===== config.mk =====
export PLATFORM = sky130hd
export DESIGN_NAME = postfix_stack_evaluator
export DESIGN_NICKNAME = d
export VERILOG_FILES = /design/src/rtl/psev_pkg.sv /design/src/rtl/postfix_stack_evaluator.sv /design/src/rtl/psev_ram.sv /design/src/rtl/psev_ctrl.sv /design/src/rtl/psev_dp.sv
export SDC_FILE = /design/constraint.sdc
export NUM_CORES = 1
export LEC_CHECK = 0
export ABC_AREA = 1
export BUFFER_PORTS_ARGS = -buffer_cell sky130_fd_sc_hd__buf_2
export CELL_PAD_IN_SITES_DETAIL_PLACEMENT = 1
export CELL_PAD_IN_SITES_GLOBAL_PLACEMENT = 1
export CORE_AREA = 10 10 333 271
export DETAILED_ROUTE_END_ITERATION = 7
export DIE_AREA = 0 0 343 281
export PLACE_DENSITY_LB_ADDON = 0.1
export SYNTH_ARGS = -nofsm -noshare
export SYNTH_HDL_FRONTEND = slang
export SYNTH_SLANG_ARGS = --single-unit

===== constraint.sdc =====
create_clock -name i_clk -period 4.1 [get_ports i_clk]
set_input_delay 0.615 -clock i_clk [delete_from_list [all_inputs] [get_ports i_clk]]
set_output_delay 0.615 -clock i_clk [all_outputs]
set_load 0.05 [all_outputs]

===== src/rtl/psev_pkg.sv =====
package psev_pkg;

    // Operation codes carried by i_op
    localparam logic [2:0] OP_PUSH = 3'd0;
    localparam logic [2:0] OP_ADD  = 3'd1;
    localparam logic [2:0] OP_SUB  = 3'd2;
    localparam logic [2:0] OP_MUL  = 3'd3;
    localparam logic [2:0] OP_DIV  = 3'd4;

    // Status codes reported with each result
    localparam logic [1:0] ST_OK    = 2'd0;
    localparam logic [1:0] ST_UNDER = 2'd1;
    localparam logic [1:0] ST_OVER  = 2'd2;
    localparam logic [1:0] ST_DIV0  = 2'd3;

    // Commands from the controller to the datapath
    typedef struct packed {
        logic       latch;   // capture the incoming transaction
        logic       push;    // push the captured value
        logic       clear;   // drop the single remaining entry
        logic       rd;      // read the second entry from the stack RAM
        logic       load;    // set up operands for the arithmetic unit
        logic       step;    // one multiply or divide iteration
        logic       commit;  // replace the two top entries with the result
        logic       report;  // register a result for the output strobe
        logic [1:0] status;  // status code that goes with the report
    } t_dp_cmd;

    // Status from the datapath to the controller
    typedef struct packed {
        logic is_push;
        logic is_arith;
        logic is_add_sub;
        logic is_div;
        logic empty;
        logic single;
        logic full;
        logic top_zero;
        logic iter_last;
    } t_dp_stat;

endpackage


===== src/rtl/postfix_stack_evaluator.sv =====
// Postfix (RPN) evaluator on a bounded stack of signed DATA_WIDTH-bit integers.
// A transaction is taken when start is high and busy is low; each one yields
// exactly one result, shown for a single cycle with o_strobe high. The
// receiver cannot stall, so it must capture the result in that cycle. A push,
// an unused op code or any underflow/overflow case is settled in the decode
// state; add and subtract then pass the load and write-back states, and
// multiply and divide also the calculate state of the one-bit-per-cycle
// shift-add multiplier and restoring divider. A divide by zero is flagged
// from the load state. The top entry lives in a register and the rest in a
// single-port-read RAM, so an operator reads the second operand in the
// decode state, ahead of the load state.
module postfix_stack_evaluator #(
    parameter int STACK_DEPTH = 16,
    parameter int DATA_WIDTH  = 32
) (
    input  logic               i_clk,
    input  logic               i_rst_n,
    input  logic               start,
    output logic               busy,
    input  logic [2:0]         i_op,
    input  logic signed [31:0] i_push_value,
    output logic               o_strobe,
    output logic [1:0]         o_status,
    output logic signed [31:0] o_top_value,
    output logic [4:0]         o_entry_count
);

    import psev_pkg::*;

    t_dp_cmd  w_cmd;
    t_dp_stat w_stat;

    // Sequencer
    psev_ctrl u_ctrl (
        .i_clk   (i_clk),
        .i_rst_n (i_rst_n),
        .i_start (start),
        .o_busy  (busy),
        .i_stat  (w_stat),
        .o_cmd   (w_cmd)
    );

    // Stack, arithmetic unit and result registers
    psev_dp #(
        .STACK_DEPTH (STACK_DEPTH),
        .DATA_WIDTH  (DATA_WIDTH)
    ) u_dp (
        .i_clk         (i_clk),
        .i_rst_n       (i_rst_n),
        .i_op          (i_op),
        .i_push_value  (i_push_value),
        .i_cmd         (w_cmd),
        .o_stat        (w_stat),
        .o_strobe      (o_strobe),
        .o_status      (o_status),
        .o_top_value   (o_top_value),
        .o_entry_count (o_entry_count)
    );

`ifndef SYNTH
    // An accepted transaction always makes the block busy
    a_accept_busy: assert property (@(posedge i_clk) disable iff (!i_rst_n)
        (start && !busy) |=> busy)
        else $error("accepted transaction did not raise busy");

    // A result only follows work in progress
    a_strobe_after_busy: assert property (@(posedge i_clk) disable iff (!i_rst_n)
        o_strobe |-> $past(busy))
        else $error("result strobe without a transaction in progress");

    // A push is never issued on a full stack
    a_push_not_full: assert property (@(posedge i_clk) disable iff (!i_rst_n)
        w_cmd.push |-> !w_stat.full)
        else $error("push issued on a full stack");

    // A result write-back needs at least two entries
    a_commit_two: assert property (@(posedge i_clk) disable iff (!i_rst_n)
        w_cmd.commit |-> (!w_stat.empty && !w_stat.single))
        else $error("operator result committed with fewer than two entries");
`endif

endmodule


===== src/rtl/psev_ram.sv =====
module psev_ram #(
    parameter int WIDTH = 32,
    parameter int DEPTH = 16
) (
    input  logic                     i_clk,
    input  logic                     i_we,
    input  logic [$clog2(DEPTH)-1:0] i_waddr,
    input  logic [WIDTH-1:0]         i_wdata,
    input  logic                     i_re,
    input  logic [$clog2(DEPTH)-1:0] i_raddr,
    output logic [WIDTH-1:0]         o_rdata
);

    logic [WIDTH-1:0] r_mem [DEPTH];
    logic [WIDTH-1:0] r_rdata;

    // One write port, one registered read port; read data holds without i_re
    always_ff @(posedge i_clk) begin
        if (i_we) begin
            r_mem[i_waddr] <= i_wdata;
        end
        if (i_re) begin
            r_rdata <= r_mem[i_raddr];
        end
    end

    assign o_rdata = r_rdata;

endmodule


===== src/rtl/psev_ctrl.sv =====
module psev_ctrl (
    input  logic               i_clk,
    input  logic               i_rst_n,
    input  logic               i_start,
    output logic               o_busy,
    input  psev_pkg::t_dp_stat i_stat,
    output psev_pkg::t_dp_cmd  o_cmd
);

    import psev_pkg::*;

    localparam logic [2:0] S_IDLE   = 3'd0;
    localparam logic [2:0] S_DECODE = 3'd1;
    localparam logic [2:0] S_LOAD   = 3'd2;
    localparam logic [2:0] S_CALC   = 3'd3;
    localparam logic [2:0] S_WB     = 3'd4;

    logic [2:0] r_state;
    logic [2:0] n_state;
    t_dp_cmd    w_cmd;

    // Next state and command decode
    always_comb begin
        n_state = r_state;
        w_cmd   = '0;
        unique case (r_state)
            S_IDLE: begin
                if (i_start) begin
                    w_cmd.latch = 1'b1;
                    n_state     = S_DECODE;
                end
            end
            S_DECODE: begin
                n_state = S_IDLE;
                if (i_stat.is_push) begin
                    w_cmd.report = 1'b1;
                    if (i_stat.full) begin
                        w_cmd.status = ST_OVER;
                    end else begin
                        w_cmd.push   = 1'b1;
                        w_cmd.status = ST_OK;
                    end
                end else if (!i_stat.is_arith) begin
                    // unused op code: report current state unchanged
                    w_cmd.report = 1'b1;
                    w_cmd.status = ST_OK;
                end else if (i_stat.empty) begin
                    w_cmd.report = 1'b1;
                    w_cmd.status = ST_UNDER;
                end else if (i_stat.single) begin
                    w_cmd.clear  = 1'b1;
                    w_cmd.report = 1'b1;
                    w_cmd.status = ST_UNDER;
                end else begin
                    w_cmd.rd = 1'b1;
                    n_state  = S_LOAD;
                end
            end
            S_LOAD: begin
                if (i_stat.is_div && i_stat.top_zero) begin
                    w_cmd.report = 1'b1;
                    w_cmd.status = ST_DIV0;
                    n_state      = S_IDLE;
                end else begin
                    w_cmd.load = 1'b1;
                    n_state    = i_stat.is_add_sub ? S_WB : S_CALC;
                end
            end
            S_CALC: begin
                w_cmd.step = 1'b1;
                if (i_stat.iter_last) begin
                    n_state = S_WB;
                end
            end
            S_WB: begin
                w_cmd.commit = 1'b1;
                w_cmd.report = 1'b1;
                w_cmd.status = ST_OK;
                n_state      = S_IDLE;
            end
            default: begin
                n_state = S_IDLE;
            end
        endcase
    end

    // State register
    always_ff @(posedge i_clk) begin
        if (!i_rst_n) begin
            r_state <= S_IDLE;
        end else begin
            r_state <= n_state;
        end
    end

    assign o_busy = (r_state != S_IDLE);
    assign o_cmd  = w_cmd;

endmodule


===== src/rtl/psev_dp.sv =====
module psev_dp #(
    parameter int STACK_DEPTH = 16,
    parameter int DATA_WIDTH  = 32
) (
    input  logic                i_clk,
    input  logic                i_rst_n,
    input  logic [2:0]          i_op,
    input  logic signed [31:0]  i_push_value,
    input  psev_pkg::t_dp_cmd   i_cmd,
    output psev_pkg::t_dp_stat  o_stat,
    output logic                o_strobe,
    output logic [1:0]          o_status,
    output logic signed [31:0]  o_top_value,
    output logic [4:0]          o_entry_count
);

    import psev_pkg::*;

    localparam int CW = $clog2(STACK_DEPTH + 1);
    localparam int AW = $clog2(STACK_DEPTH);
    localparam int IW = $clog2(DATA_WIDTH);
    localparam int W  = DATA_WIDTH;
    localparam logic [IW-1:0] ITER_LAST = IW'(DATA_WIDTH - 1);

    // Transaction capture
    logic [2:0]    r_op;
    logic [W-1:0]  r_val;

    // Stack state: top entry kept in a register, the rest in RAM
    logic [W-1:0]  r_top;
    logic [W-1:0]  n_top;
    logic [CW-1:0] r_count;
    logic [CW-1:0] n_count;

    // Shift-add multiplier / restoring divider
    logic [W-1:0]  r_acc;
    logic [W-1:0]  n_acc;
    logic [W-1:0]  r_opa;
    logic [W-1:0]  n_opa;
    logic [W-1:0]  r_opb;
    logic [W-1:0]  n_opb;
    logic          r_neg;
    logic          n_neg;
    logic [IW-1:0] r_iter;
    logic [IW-1:0] n_iter;

    // Output registers
    logic          r_strobe;
    logic [1:0]    r_out_status;
    logic [W-1:0]  r_out_top;
    logic [CW-1:0] r_out_count;

    logic [CW-1:0] w_cnt_m1;
    logic [CW-1:0] w_cnt_m2;
    logic          w_we;
    logic [W-1:0]  w_second;
    logic [W-1:0]  w_mag_s;
    logic [W-1:0]  w_mag_t;
    logic [W:0]    w_rem_sh;
    logic [W:0]    w_diff;
    logic [W-1:0]  w_result;

    assign w_cnt_m1 = r_count - CW'(1);
    assign w_cnt_m2 = r_count - CW'(2);
    assign w_we     = i_cmd.push && (r_count != '0);

    psev_ram #(
        .WIDTH (W),
        .DEPTH (STACK_DEPTH)
    ) u_ram (
        .i_clk   (i_clk),
        .i_we    (w_we),
        .i_waddr (w_cnt_m1[AW-1:0]),
        .i_wdata (r_top),
        .i_re    (i_cmd.rd),
        .i_raddr (w_cnt_m2[AW-1:0]),
        .o_rdata (w_second)
    );

    // Status toward the controller
    always_comb begin
        o_stat.is_push    = (r_op == OP_PUSH);
        o_stat.is_arith   = (r_op == OP_ADD) || (r_op == OP_SUB) ||
                            (r_op == OP_MUL) || (r_op == OP_DIV);
        o_stat.is_add_sub = (r_op == OP_ADD) || (r_op == OP_SUB);
        o_stat.is_div     = (r_op == OP_DIV);
        o_stat.empty      = (r_count == '0);
        o_stat.single     = (r_count == CW'(1));
        o_stat.full       = (r_count >= CW'(STACK_DEPTH));
        o_stat.top_zero   = (r_top == '0);
        o_stat.iter_last  = (r_iter == ITER_LAST);
    end

    // Operand magnitudes for the divider; second is the dividend
    assign w_mag_s = w_second[W-1] ? (W'(0) - w_second) : w_second;
    assign w_mag_t = r_top[W-1] ? (W'(0) - r_top) : r_top;

    // One restoring division step
    assign w_rem_sh = {r_acc, r_opa[W-1]};
    assign w_diff   = w_rem_sh - {1'b0, r_opb};

    // Final result of the operator
    always_comb begin
        unique case (r_op)
            OP_ADD:  w_result = w_second + r_top;
            OP_SUB:  w_result = w_second - r_top;
            OP_MUL:  w_result = r_acc;
            default: w_result = r_neg ? (W'(0) - r_opa) : r_opa;
        endcase
    end

    // Next values of stack and arithmetic registers
    always_comb begin
        n_top   = r_top;
        n_count = r_count;
        n_acc   = r_acc;
        n_opa   = r_opa;
        n_opb   = r_opb;
        n_neg   = r_neg;
        n_iter  = r_iter;

        if (i_cmd.push) begin
            n_top   = r_val;
            n_count = r_count + CW'(1);
        end
        if (i_cmd.clear) begin
            n_count = '0;
        end
        if (i_cmd.commit) begin
            n_top   = w_result;
            n_count = w_cnt_m1;
        end

        if (i_cmd.load) begin
            n_acc  = '0;
            n_iter = '0;
            if (r_op == OP_MUL) begin
                n_opa = w_second;
                n_opb = r_top;
                n_neg = 1'b0;
            end else begin
                n_opa = w_mag_s;
                n_opb = w_mag_t;
                n_neg = w_second[W-1] ^ r_top[W-1];
            end
        end

        if (i_cmd.step) begin
            n_iter = r_iter + IW'(1);
            if (r_op == OP_MUL) begin
                if (r_opb[0]) begin
                    n_acc = r_acc + r_opa;
                end
                n_opa = {r_opa[W-2:0], 1'b0};
                n_opb = {1'b0, r_opb[W-1:1]};
            end else begin
                // remainder stays below the divisor, so W bits hold it
                if (!w_diff[W]) begin
                    n_acc = w_diff[W-1:0];
                    n_opa = {r_opa[W-2:0], 1'b1};
                end else begin
                    n_acc = w_rem_sh[W-1:0];
                    n_opa = {r_opa[W-2:0], 1'b0};
                end
            end
        end
    end

    // Control registers
    always_ff @(posedge i_clk) begin
        if (!i_rst_n) begin
            r_count  <= '0;
            r_strobe <= 1'b0;
        end else begin
            r_count  <= n_count;
            r_strobe <= i_cmd.report;
        end
    end

    // Payload registers
    always_ff @(posedge i_clk) begin
        if (i_cmd.latch) begin
            r_op  <= i_op;
            r_val <= W'($unsigned(i_push_value));
        end
        r_top  <= n_top;
        r_acc  <= n_acc;
        r_opa  <= n_opa;
        r_opb  <= n_opb;
        r_neg  <= n_neg;
        r_iter <= n_iter;
        if (i_cmd.report) begin
            r_out_status <= i_cmd.status;
            r_out_top    <= (n_count != '0) ? n_top : '0;
            r_out_count  <= n_count;
        end
    end

    assign o_strobe      = r_strobe;
    assign o_status      = r_out_status;
    assign o_top_value   = 32'(r_out_top);
    assign o_entry_count = 5'(r_out_count);

endmodule

# --- Word level (Yosys, flattened, before mapping) ---
# Memory sizes are Yosys's and may differ from the RTL's. A register that Yosys moved wholly into a read port is not among the register bits.
# Index checks and enable logic that the tools add are counted.
word_totals:
  mem_bits_rw: 512
  wordCells: 111
  inputBits: 38
  latchBits: 0
  regBits: 217
  romBits: 0
  mem_count: 1
op_classes:
  n_addsub: 11
  bitwise_logic: 1
  n_mux: 57
  shift: 0
  multipliers: 0
  eq_ne: 12
  reduce_logical: 14
  magnitude_cmp: 1
  div_mod_pow: 0
mem_list:
  columns: ["name", "depth", "width", "read_ports", "rd_clocked_by_memory_dff", "write_ports", "line", "rtl"]
  rows:
  - ["u_dp.u_ram.r_mem", 16, 32, 1, 1, 1, "psev_ram.sv:14", "logic [WIDTH-1:0] r_mem [DEPTH];"]
ops:
  columns: ["cell", "count"]
  rows:
  - ["$mux 32", 17]
  - ["$pmux 32 s3", 1]
  - ["$sub 1x32->32 const A", 3]
  - ["$add 32x32->32", 2]
  - ["$mux 3", 13]
  - ["$sub 33x32->33", 1]
  - ["$logic_not 32->1", 1]
  - ["$sub 32x32->32", 1]
  - ["$mux 5", 5]
  - ["$mux 1", 14]
  - ["$eq 3x2->1 const B", 4]
  - ["$pmux 3 s4", 1]
  - ["$add 5x1->5 const B", 2]
  - ["$mux 2", 5]
  - ["$reduce_bool 5->1", 2]
  - ["$pmux 3 s3", 1]
  - ["$eq 3x1->1 const B", 2]
  - ["$eq 3x3->1 const B", 2]
  - ["$logic_not 3->1", 2]
  - ["$eq 5x1->1 const B", 1]
  - ["$eq 5x5->1 const B", 1]
  - ["$ge 5x5->1 const B", 1]
  - ["$logic_not 5->1", 1]
  - ["$sub 5x1->5 const B", 1]
  - ["9 further kinds", 12]

# --- Logic depth before layout (Yosys ltp) ---
depth:
  ltp_word: 11
  depth_mapped: 25

# --- Modules after synthesis ---
# From an unflattened synthesis, not the netlist that was laid out.
unflattened:
  cells_unflattened: 5097
  area_unflattened_um2: 41960.2
modules_own_cells:
  columns: ["module", "cells_each", "seq_area_each_um2", "area_each_um2", "instances"]
  rows:
  - ["psev_ram", 2120, 16335.7, 23050.9, 1]
  - ["psev_dp", 2923, 5405.2, 18622.9, 1]
  - ["psev_ctrl", 54, 60.1, 286.5, 1]

# --- Least setup slack after synthesis ---
# Ideal clock, no wire load.
synth_path:
  path_type: "register to register"
  startpoint: "register u_dp.r_count[0]"
  endpoint: "memory u_dp.u_ram.r_mem[10][0] (enable)"
  period_less_slack_ps: 3632
  path_slack_ps: 468
  stages_incl_launch_ff: 11
  n_path_buf: 3
  arrival_ps: 3211
  path_cell_list: "dfxtp_1 > clkbuf_2 > clkinv_1 > clkbuf_1 > clkbuf_1 > ha_1 > inv_1 > nor2_1 > nor2_1 > nand2_1 > nor2_1"
synth_via:
  elab_chain_cells: 7
synth_lines:
  columns: ["element", "line", "rtl"]
  rows:
  - ["from (decl)", "psev_dp.sv:32", "logic [CW-1:0] r_count;"]
  - ["from (signal assigned)", "psev_dp.sv:175", "r_count <= n_count;"]
  - ["$ge 5x5->1", "psev_dp.sv:89", "o_stat.full = (r_count >= CW'(STACK_DEPTH));"]
  - ["$mux 1", "psev_ctrl.sv:37", "if (i_stat.full) begin"]
  - ["$mux 1", "psev_ctrl.sv:35", "if (i_stat.is_push) begin"]
  - ["$mux 3", "psev_ctrl.sv:26", "unique case (r_state)"]
  - ["$logic_and 1x1->1", "psev_dp.sv:65", "assign w_we = i_cmd.push && (r_count != '0);"]
  - ["$mux 1", "psev_ram.sv:19", "if (i_we) begin"]
  - ["$mux 1 (implied by the code)", "psev_ram.sv:20", "r_mem[i_waddr] <= i_wdata;"]
  - ["to (decl)", "psev_ram.sv:14", null]
# Parallel ways exist; a longest one is shown, timed or not.

# --- Worst setup path after layout ---
layout_path:
  startpoint: "register u_dp.r_top[0]"
  endpoint: "register u_dp.r_out_top[22], in the netlist u_dp.o_top_value[22], data pin"
layout_via:
  elab_chain_cells: 3
layout_lines:
  columns: ["element", "line", "rtl"]
  rows:
  - ["from (decl)", "psev_dp.sv:30", "logic [W-1:0] r_top;"]
  - ["from (signal assigned)", "psev_dp.sv:186", "r_top <= n_top;"]
  - ["$sub 32x32->32 or $add 32x32->32 (tied branches)", "psev_dp.sv:106, psev_dp.sv:105", null]
  - ["$pmux 32 s3 (*)", "psev_dp.sv:104", "unique case (r_op)"]
  - ["$mux 32 (*)", "psev_dp.sv:129", "if (i_cmd.commit) begin"]
  - ["to (signal assigned)", "psev_dp.sv:194", "r_out_top <= (n_count != '0) ? n_top : '0;"]
  - ["to (decl)", "psev_dp.sv:50", "logic [W-1:0] r_out_top;"]
# Every way passes the cells marked *; elsewhere a longest branch is shown, timed or not.
# A chain may end at the register's enable or synchronous reset.

==> qor.yml <==
outcome:
  status: "finished, violations left"
  violations: "max-capacitance violations, max-slew violations"
yosys:
  synth_largest_area_cell: "edfxtp_1"
  yosysUniqueCellTypes: 51
  synth_top_area_share_pct: 48.6
  yosysWarnings: 0
  syn_inst: 4684
  ys_seq_area_share_pct: 53.8
  synth_edf_count: 656
  synthesis.area_um2: 40500
  synth-seq-cells: 761
  syn_area_per_cell_um2: 8.65
  synth-main-ff-cell: "edfxtp_1"
  synth_area_leaders: "edfxtp_1, nand2_1, o21ai_0"
  async_reset_ff_share_pct: 0
  synth_fp_nets: 4834
critical_path:
  crit_chain: "inv_1 -> ha_1 -> nand3_1 -> inv_1 -> nand2_1 -> xor2_1 -> nand2_1 -> o21ai_0 -> ha_1 -> nand2_1 -> nor2_2 -> and2_1 -> nand2_1 -> nand2_1 -> nand2_1 -> nand2_1 -> nand2_1 -> nand3_1 -> nand3b_1 -> nand2_1 -> nor2_1"
  crit_path_top_delay_cell: "ha_1"
  worst-path-max-fanout: 5
  cp_common_cell: "nand2_1"
  critPathMaxStageDelay_ps: 410
  arrival_ps: 4320
  path_class: "flip-flop to flip-flop"
  crit_path_start_kind: "flip-flop"
  crit_required_ps: 4490
  end_kind: "flip-flop"
final_layout:
  nets: 4927
  final_common_cell: "nand2_1"
  final_cell_mix: "nand2_1, edfxtp_1, nor2_1"
  stdcell_count: 5959
  insertedDiodeCount: 0
  layout-drive-gt1-share_pct: 8.46
  area_growth_pct: 12.6
global_routing:
  grt_pass1_wl_um: 242000
  grt_remaining_overflow: 0
  first_global_vias: 35400
  grt_usage_pct: 33.8
  antenna_found_initial: 4
  grt_max_degree: 212
sta:
  worst_pin_slew_ps: 1520
  holdWs_ps: 137
  finClkSkew_ps: 18.4
  min_period_ps: 3930
  rsz0062_at_grt: "no"
  post-route-worst-setup-slack_ps: 169
  slew_viol_final: 3
  fin_setup_tns_ps: 0
  fmax_mhz: 254
  fin_crit_sh_pct: 95.9
  relSlewSlack_pct: -2.64
  hold_viol: 0
  final-setup-viol-count: 0
clocking:
  cts.reportedPaths.clkPinSlew_ps: 60
  tritoncts: "done"
  clk_path_buf_depth: 3
  insertion_delay_ps: 660
  numCtsBuffers: 80
  cts_hold_buf: 0
  root_buffer: "clkbuf_16"
  cts_max_level: 3
  numClockSinks: 761
hold_path:
  min_path_type: "input port to flip-flop"
route:
  routedWlPerCell_um: 27.8
  drt_iter0_markers: 4865
  postRouteAntennaNets: 0
  first_pass_iters: 6
  vias: 36500
  drc: 0
  vias_per_cell: 6.12
  totalWireLength_um: 166000
power_and_ir_drop:
  leakage_nw: 18.7
  ir_worst_vdd_mv: 0.413
  p_per_area_nw_per_um2: 598
die:
  core-area_um2: 83300
  start_util_pct: 48.6
  dieArea_um2: 96400
  num_rows: 95
  die_x_um: 343
  die_y_um: 281
  io_pins: 79
placed_design:
  gp_routability_congestion: 1.02
  place_ws_ps: 143
  placed_cells: 5810
  portBuffers: 78
  dp_hpwl_um: 119000
run:
  drv_cap: 1
state kept, by name, indices dropped and copies added (netlist names):
name                flops
u_ctrl.r_state          3
u_dp.o_entry_count      5
u_dp.o_status           2
u_dp.o_strobe           1
u_dp.o_top_value       32
u_dp.r_acc             32
u_dp.r_count            5
u_dp.r_iter             5
u_dp.r_neg              1
u_dp.r_op               3
u_dp.r_opa             32
u_dp.r_opb             32
u_dp.r_top             32
u_dp.r_val             32
u_dp.u_ram.o_rdata     32
u_dp.u_ram.r_mem      512
routing by layer:
metal  up-vias  part of all wire (%)  track usage, %
met5         -                 0.016               0
met3       217                    12            8.90
met2      1966                    41            47.3
met1     18200                    45            51.7
li1      16100                     -               -
met4         4                   2.0            6.84
power breakdown:
part | internal [mW] | leakage [nW] | switching (mW)
sequential | 9.46 | 6.83 | 0.570
combinational | 2.65 | 10.6 | 7.08
clock | 4.27 | 1.31 | 3.28
path summary, 6_finish.rpt:
path	endpoint	startpoint	slack, ps	cells after the start
min	u_dp.r_val[15]	i_push_value[15]	140	1
max	u_dp.o_top_value[22]	u_dp.r_top[0]	170	21
max reg2reg	u_dp.o_top_value[22]	u_dp.r_top[0]	170	21
min reg2reg	u_dp.r_opb[11]	u_dp.r_opb[12]	490	2
synth_stat cells (3+ instances only):
cell type,n
and2_1,3
buf_6,5
o21ai_0,462
or2_2,16
buf_1,7
clkinv_1,3
nand3b_1,13
dfxtp_1,105
a21o_1,6
nand3_1,286
a211oi_1,5
xor2_1,56
nand4_1,33
o211ai_1,59
xnor2_1,21
o22ai_1,43
edfxtp_1,656
nor4_1,3
buf_4,9
a31oi_1,4
nand2_2,5
fa_1,3
buf_2,23
ha_1,109
nand2_1,1072
nor2_2,4
o221ai_1,88
inv_1,514
clkbuf_1,147
o21bai_1,13
nor2_1,608
a22oi_1,22
nor3_1,32
inv_2,13
a21oi_1,213
o21ai_1,3
worst max-delay path: cells and delay by family (launching register included):
family	cells	cell delay (ps)
simple gates	15	2010
buf+inv	2	360
xor+xnor	1	180
fa+ha+maj	2	660
compound gates	1	110
flops	1	310
timing repair:
action,4_1_cts,5_1_grt
setup endpoints to repair,0,31
resized for setup,0,16
setup buffers,0,0
kinds of logic after synthesis:
logic type	Yosys count	share of synthesized area (%)
compound gates	929	13.2
xor+xnor	77	1.66
fa+ha+maj	112	3.51
buf+inv	722	6.94
flops	761	53.8
simple gates	2083	20.9
through the flow:
step                      cell area (µm²)  power [mW]  utilization, %
after detailed placement            42900        19.4            51.5
after CTS                           45600        26.9            54.7
final                               45600        27.3            54.8
after floorplan                     40500        15.6               -
after global routing                45600        28.4            54.8
after global placement              42900        19.2            51.5
cell type report:
class	count	area, µm²
clock inverters	51	547
flip-flops and latches	761	21800
inverters	530	2000
repair buffers	203	1590
fillers	9749	37700
multi-input cells	3201	16200
well taps	1115	1400
clock buffers	98	2140
(Power assumes the default switching activity.)
